<file path="src/sv/uwfv_pkg.sv">
package uwfv_pkg;

    // default number format of the velocity words
    localparam int DATA_WIDTH_DEF = 32;
    localparam int FRAC_BITS_DEF  = 16;

    // configuration port
    localparam int CFG_WIDTH       = 31;
    localparam int CFG_INDEX_WIDTH = 3;

    localparam logic [CFG_INDEX_WIDTH-1:0] REG_EDGE_MODE      = 3'd0;
    localparam logic [CFG_INDEX_WIDTH-1:0] REG_HALF_COURANT   = 3'd1;
    localparam logic [CFG_INDEX_WIDTH-1:0] REG_ZERO_TOLERANCE = 3'd2;
    localparam logic [CFG_INDEX_WIDTH-1:0] REG_LOW_BOUNDARY   = 3'd3;
    localparam logic [CFG_INDEX_WIDTH-1:0] REG_HIGH_BOUNDARY  = 3'd4;

    // boundary rules
    localparam logic [1:0] BND_INTERIOR = 2'd0;
    localparam logic [1:0] BND_INFLOW   = 2'd1;
    localparam logic [1:0] BND_WALL     = 2'd2;
    localparam logic [1:0] BND_OUTFLOW  = 2'd3;

    // face kinds
    localparam logic [1:0] FACE_INTERIOR = 2'd0;
    localparam logic [1:0] FACE_LOW      = 2'd1;
    localparam logic [1:0] FACE_HIGH     = 2'd2;

    typedef struct packed {
        logic                 edge_mode;
        logic [CFG_WIDTH-1:0] half_courant;
        logic [CFG_WIDTH-1:0] zero_tolerance;
        logic [1:0]           low_boundary;
        logic [1:0]           high_boundary;
    } cfg_t;

endpackage

</file>
<file path="src/sv/uwfv_resolve.sv">
module uwfv_resolve #(
    parameter int DATA_WIDTH = uwfv_pkg::DATA_WIDTH_DEF,
    parameter int FRAC_BITS  = uwfv_pkg::FRAC_BITS_DEF
) (
    input  logic                           clk,
    input  logic                           rst_n,
    input  uwfv_pkg::cfg_t                 cfg,
    input  logic                           in_valid,
    output logic                           in_ready,
    input  logic [6*DATA_WIDTH+1:0]        carry,
    input  logic signed [2*DATA_WIDTH-1:0] prod_left,
    input  logic signed [2*DATA_WIDTH-1:0] prod_right,
    output logic                           out_valid,
    input  logic                           out_ready,
    output logic signed [DATA_WIDTH-1:0]   face_vel
);

    localparam int DW   = DATA_WIDTH;
    localparam int SW   = DW + 3;
    localparam int CMPW = (SW > uwfv_pkg::CFG_WIDTH) ? SW : uwfv_pkg::CFG_WIDTH;
    localparam logic signed [DW-1:0] MAXV = {1'b0, {(DW-1){1'b1}}};
    localparam logic signed [DW-1:0] MINV = {1'b1, {(DW-1){1'b0}}};

    logic signed [DW-1:0]   cl, cr, la, ra, w, gv;
    logic [1:0]             kind;
    logic signed [2*DW-1:0] shl, shr;
    logic signed [DW-1:0]   m2l, m2r;
    logic signed [DW:0]     sl, sr;
    logic signed [DW-1:0]   ul0, ur0, ul_next, ur_next;

    logic signed [DW-1:0]   ul_reg, ur_reg, w4_reg, face_vel_reg;
    logic [1:0]             kind4_reg;
    logic                   v4_reg, v5_reg;
    logic                   rdy4, rdy5;

    logic signed [DW:0]     a, b;
    logic signed [SW-1:0]   s;
    logic [SW-1:0]          mag;
    logic                   stag, near, pos;
    logic signed [DW-1:0]   res_next;

    assign {cl, cr, la, ra, w, gv, kind} = carry;

    assign rdy5     = !v5_reg || out_ready;
    assign rdy4     = !v4_reg || rdy5;
    assign in_ready = rdy4;

    // stage 4: edge velocities and boundary rules
    assign shl = prod_left >>> FRAC_BITS;
    assign shr = prod_right >>> FRAC_BITS;

    always_comb
    begin
        if ((&shl[2*DW-1:DW-1]) || !(|shl[2*DW-1:DW-1]))
        begin
            m2l = shl[DW-1:0];
        end
        else
        begin
            m2l = shl[2*DW-1] ? MINV : MAXV;
        end
        if ((&shr[2*DW-1:DW-1]) || !(|shr[2*DW-1:DW-1]))
        begin
            m2r = shr[DW-1:0];
        end
        else
        begin
            m2r = shr[2*DW-1] ? MINV : MAXV;
        end
        sl = {cl[DW-1], cl} + {m2l[DW-1], m2l};
        sr = {cr[DW-1], cr} - {m2r[DW-1], m2r};
        if (cfg.edge_mode)
        begin
            ul0 = la;
            ur0 = ra;
        end
        else
        begin
            ul0 = (sl[DW] != sl[DW-1]) ? (sl[DW] ? MINV : MAXV) : sl[DW-1:0];
            ur0 = (sr[DW] != sr[DW-1]) ? (sr[DW] ? MINV : MAXV) : sr[DW-1:0];
        end

        ul_next = ul0;
        ur_next = ur0;
        if (kind == uwfv_pkg::FACE_LOW)
        begin
            unique case (cfg.low_boundary)
                uwfv_pkg::BND_INFLOW:
                begin
                    ul_next = cl;
                    ur_next = cl;
                end
                uwfv_pkg::BND_WALL:
                begin
                    ul_next = '0;
                    ur_next = '0;
                end
                uwfv_pkg::BND_OUTFLOW:
                begin
                    ul_next = ur0[DW-1] ? ur0 : '0;
                    ur_next = ur0[DW-1] ? ur0 : '0;
                end
                default:
                begin
                    ul_next = ul0;
                    ur_next = ur0;
                end
            endcase
        end
        else if (kind == uwfv_pkg::FACE_HIGH)
        begin
            unique case (cfg.high_boundary)
                uwfv_pkg::BND_INFLOW:
                begin
                    ul_next = gv;
                    ur_next = gv;
                end
                uwfv_pkg::BND_WALL:
                begin
                    ul_next = '0;
                    ur_next = '0;
                end
                uwfv_pkg::BND_OUTFLOW:
                begin
                    ul_next = ul0[DW-1] ? '0 : ul0;
                    ur_next = ul0[DW-1] ? '0 : ul0;
                end
                default:
                begin
                    ul_next = ul0;
                    ur_next = ur0;
                end
            endcase
        end
    end

    // stage 5: upwind choice on exact sums
    assign a    = {ul_reg[DW-1], ul_reg} + {w4_reg[DW-1], w4_reg};
    assign b    = {ur_reg[DW-1], ur_reg} + {w4_reg[DW-1], w4_reg};
    assign s    = SW'(ul_reg) + SW'(ur_reg) + (SW'(w4_reg) <<< 1);
    assign mag  = s[SW-1] ? (~s + 1'b1) : s;
    assign stag = (a <= 0) && (b >= 0);
    assign near = CMPW'(mag) < CMPW'(cfg.zero_tolerance);
    assign pos  = !s[SW-1] && (|s);

    assign res_next = (stag || near) ? '0 : (pos ? ul_reg : ur_reg);

    always_ff @(posedge clk or negedge rst_n)
    begin
        if (!rst_n)
        begin
            v4_reg <= 1'b0;
            v5_reg <= 1'b0;
        end
        else
        begin
            if (rdy4)
            begin
                v4_reg <= in_valid;
            end
            if (rdy5)
            begin
                v5_reg <= v4_reg;
            end
        end
    end

    always_ff @(posedge clk)
    begin
        if (rdy4 && in_valid)
        begin
            ul_reg    <= ul_next;
            ur_reg    <= ur_next;
            w4_reg    <= w;
            kind4_reg <= kind;
        end
        if (rdy5 && v4_reg)
        begin
            face_vel_reg <= res_next;
        end
    end

    assign out_valid = v5_reg;
    assign face_vel  = face_vel_reg;

`ifndef ASSERT_OFF
    // a wall at the low face always yields a zero velocity
    a_low_wall_zero: assert property (@(posedge clk) disable iff (!rst_n)
        (v4_reg && rdy5 && kind4_reg == uwfv_pkg::FACE_LOW
         && cfg.low_boundary == uwfv_pkg::BND_WALL) |=> (face_vel == '0))
        else $error("low wall face gave non-zero velocity");

    // high outflow never lets a negative velocity through
    a_high_outflow_sign: assert property (@(posedge clk) disable iff (!rst_n)
        (v4_reg && rdy5 && kind4_reg == uwfv_pkg::FACE_HIGH
         && cfg.high_boundary == uwfv_pkg::BND_OUTFLOW) |=> !face_vel[DW-1])
        else $error("high outflow face gave negative velocity");
`endif

endmodule

</file>
<file path="config.mk">
export PLATFORM = sky130hd
export DESIGN_NAME = uwfv_resolve
export DESIGN_NICKNAME = d
export VERILOG_FILES = /design/src/sv/uwfv_pkg.sv /design/src/sv/uwfv_resolve.sv
export SDC_FILE = /design/constraint.sdc
export NUM_CORES = 1
export LEC_CHECK = 0
export ABC_AREA = 1
export BUFFER_PORTS_ARGS = -buffer_cell sky130_fd_sc_hd__buf_2
export CORE_ASPECT_RATIO = 1.2
export CORE_MARGIN = 2
export CORE_UTILIZATION = 55
export CTS_BUF_LIST = sky130_fd_sc_hd__clkbuf_4
export DETAILED_ROUTE_END_ITERATION = 8
export PLACE_DENSITY_LB_ADDON = 0.12
export SYNTH_ARGS = -nofsm -noshare
export SYNTH_HDL_FRONTEND = slang
export SYNTH_SLANG_ARGS = --single-unit
</file>
<file path="constraint.sdc">
create_clock -name clk -period 6.8 [get_ports clk]
set_clock_uncertainty 0.2 [all_clocks]
set_input_delay 0.68 -clock clk [delete_from_list [all_inputs] [get_ports clk]]
set_output_delay 0.68 -clock clk [all_outputs]
set_load 0.02 [all_outputs]
</file>
==> impl_metrics.json <==
{
  "syn_to_final_growth_pct": 12.85,
  "path_buf_inv": 7,
  "ir_drop_mv": 0.1874,
  "ant_nets": 0,
  "synth_edf_count": 128,
  "cap_violations": 0,
  "critPathMaxFanout": 20,
  "power_mw": 6.576,
  "antenna_found_initial": 3,
  "yosysTopAreaCell": "nand2_1",
  "cts.root.buffer_cell": "clkbuf_4",
  "p_leak_nw": 12.23,
  "tightest_slew_ns": 1.096,
  "synth_nets": 3889,
  "portBuffers": 363,
  "num_rows": 77,
  "htreeDepth": 4,
  "yosysMostFrequentCell": "nand2_1",
  "layout.cells.non_filler": 4084,
  "clock_sinks": 130,
  "nets": 4215,
  "syn_area_per_cell_um2": 6.248,
  "hold_class": "in -> reg",
  "route.detailed.drc": 0,
  "setup_viol": 0,
  "wl_per_cell_um": 18.90,
  "clk_path_buf_depth": 2,
  "die_area_um2": 38700,
  "synthCells": 3269,
  "path_class": "reg -> reg",
  "dpl_cell_area_um2": 22690,
  "die_x_um": 179.9,
  "final_layout_size_suffix_gt1_share_pct": 15.77,
  "slew_viol_final": 0,
  "dr_total_vias": 23570,
  "postLayoutCellArea_um2": 23050,
  "status": "completed",
  "ys_ff_latch": 130,
  "overflow": 0,
  "start_kind": "flop",
  "synth_area_leaders": "nand2_1 19%, edfxtp_1 19%, ha_1 12%",
  "synth_top_area_share_pct": 19.15,
  "synthesis.area_um2": 20430,
  "yosys_most_used_dff": "edfxtp_1",
  "cts_tree": "built",
  "grt_usage_pct": 39.43,
  "grt_max_degree": 77,
  "netlist_top_cells_count": "1,042 x nand2_1, 374 x inv_1, 363 x nand3_1",
  "finalCritPeriodShare_pct": 92.43,
  "routed_wl_um": 77200,
  "holdWs_ns": 0.02519,
  "cts-buffers-inserted": 17,
  "arrival_ns": 6.46,
  "powerDensity_nw_per_um2": 285.3,
  "hpwl_um": 64770,
  "yosys_warnings": 0,
  "fin_util_pct": 62.79,
  "cp-end-kind": "flop",
  "dp_cells": 4043,
  "worst_ep_required_time_ns": 6.98,
  "fmax_mhz": 159.1,
  "dpl_worst_slack_ns": 0.4440,
  "clk_pin_slew_ns": 0.14,
  "insertion_delay_ns": 0.63,
  "initial_core_util_pct": 55.65,
  "crit_slowest_cell": "edfxtp_1",
  "path_common_cell": "nand2_1",
  "gp_congestion": 1.024,
  "coreArea_um2": 36710,
  "finalSetupTns_ns": 0,
  "hold_viol": 0,
  "cp_top_family": "simple AND/OR/NAND/NOR gates",
  "grt_pass1_vias": 23140,
  "yosysSeqAreaShare_pct": 19.06,
  "rsz0062_at_grt": "false",
  "max_slew_margin_pct": 26.93,
  "drtIter0Drc": 2318,
  "die_y_um": 215.1,
  "layout_setup_ws_ns": 0.5147,
  "pin_count": 427,
  "routed_via_density": 5.772,
  "slowest_delay_ns": 0.42,
  "async_reset_ff_share_pct": 1.538,
  "ys_types": 54,
  "grt_pass1_wl_um": 120300,
  "drtPass1Iterations": 6,
  "fin_crit_ns": 6.285
}
==> final timing paths <==
kind / depth (start not counted) / slack, ns / from / end
max in group asynchronous: 2 / 6.15 / rst_n / out_valid$_DFFE_PN0P_
setup / recovery: 34 / 0.51 / ul_reg[1]$_DFFE_PP_ / face_vel[2]$_SDFFCE_PP0P_
setup reg to reg: 34 / 0.51 / ul_reg[1]$_DFFE_PP_ / face_vel[2]$_SDFFCE_PP0P_
min in group asynchronous: 2 / 0.15 / rst_n / v4_reg$_DFFE_PN0N_
hold reg to reg: 2 / 0.39 / v4_reg$_DFFE_PN0N_ / out_valid$_DFFE_PN0P_
hold / removal: 1 / 0.03 / carry[65] / w4_reg[31]$_DFFE_PP_
==> timing repair <==
action,in CTS,in global routing
hold endpoints to repair,5,3
buffers inserted,0,0
endpoints found under the setup margin,0,20
hold buffers,4,3
gates resized for setup,0,3
==> cell families after synthesis <==
group                    after synthesis  synth area share, %
XOR/XNOR                             107                4.662
AND/OR/NAND/NOR                     1928                40.94
buffers and inverters                469                8.998
adder cells (fa/ha/maj)              227                15.23
flip-flops                           130                19.06
AO/OA/AOI/OAI                        408                11.11
==> routing by layer <==
layer / vias up / GRT usage (%) / wire length, um
li1: 11410 / - / -
met1: 10680 / 45.91 / 28330
met2: 1233 / 68.99 / 37370
met3: 251 / 5.186 / 6438
met4: 0 / 23.60 / 5061
met5: - / 0 / 0
==> layout make-up <==
type / count / area [um2]
multi-input cells: 2670 / 14780
clock buffers: 17 / 127.6
repair buffers: 393 / 2076
flip-flops and latches: 130 / 3894
well taps: 474 / 593.1
diodes: 2 / 5.005
fillers: 3471 / 13660
clock inverters: 15 / 140.1
inverters: 383 / 1439
==> placed cells by master, fill, tap and decap left out, types with 16 or more instances in the layout <==
cell	n
buf_2	363
o21bai_1	18
xor2_1	73
or2_2	60
nand2_1	1041
fa_1	36
nand3_1	363
clkbuf_4	17
nor2_1	285
xnor2_1	32
nand4_1	47
buf_4	21
nor3_1	22
inv_1	373
edfxtp_1	128
o21ai_0	119
a21oi_1	180
nor4_1	16
nor2_2	30
ha_1	191
a21o_1	17
==> report_power, final <==
| group | total, mW | switching (mW) | internal [mW] |
|---|---|---|---|
| logic | 4.82 | 3.18 | 1.64 |
| registers | 1.24 | 0.122 | 1.11 |
| clock network | 0.524 | 0.362 | 0.162 |
(Power assumes the default switching activity.)
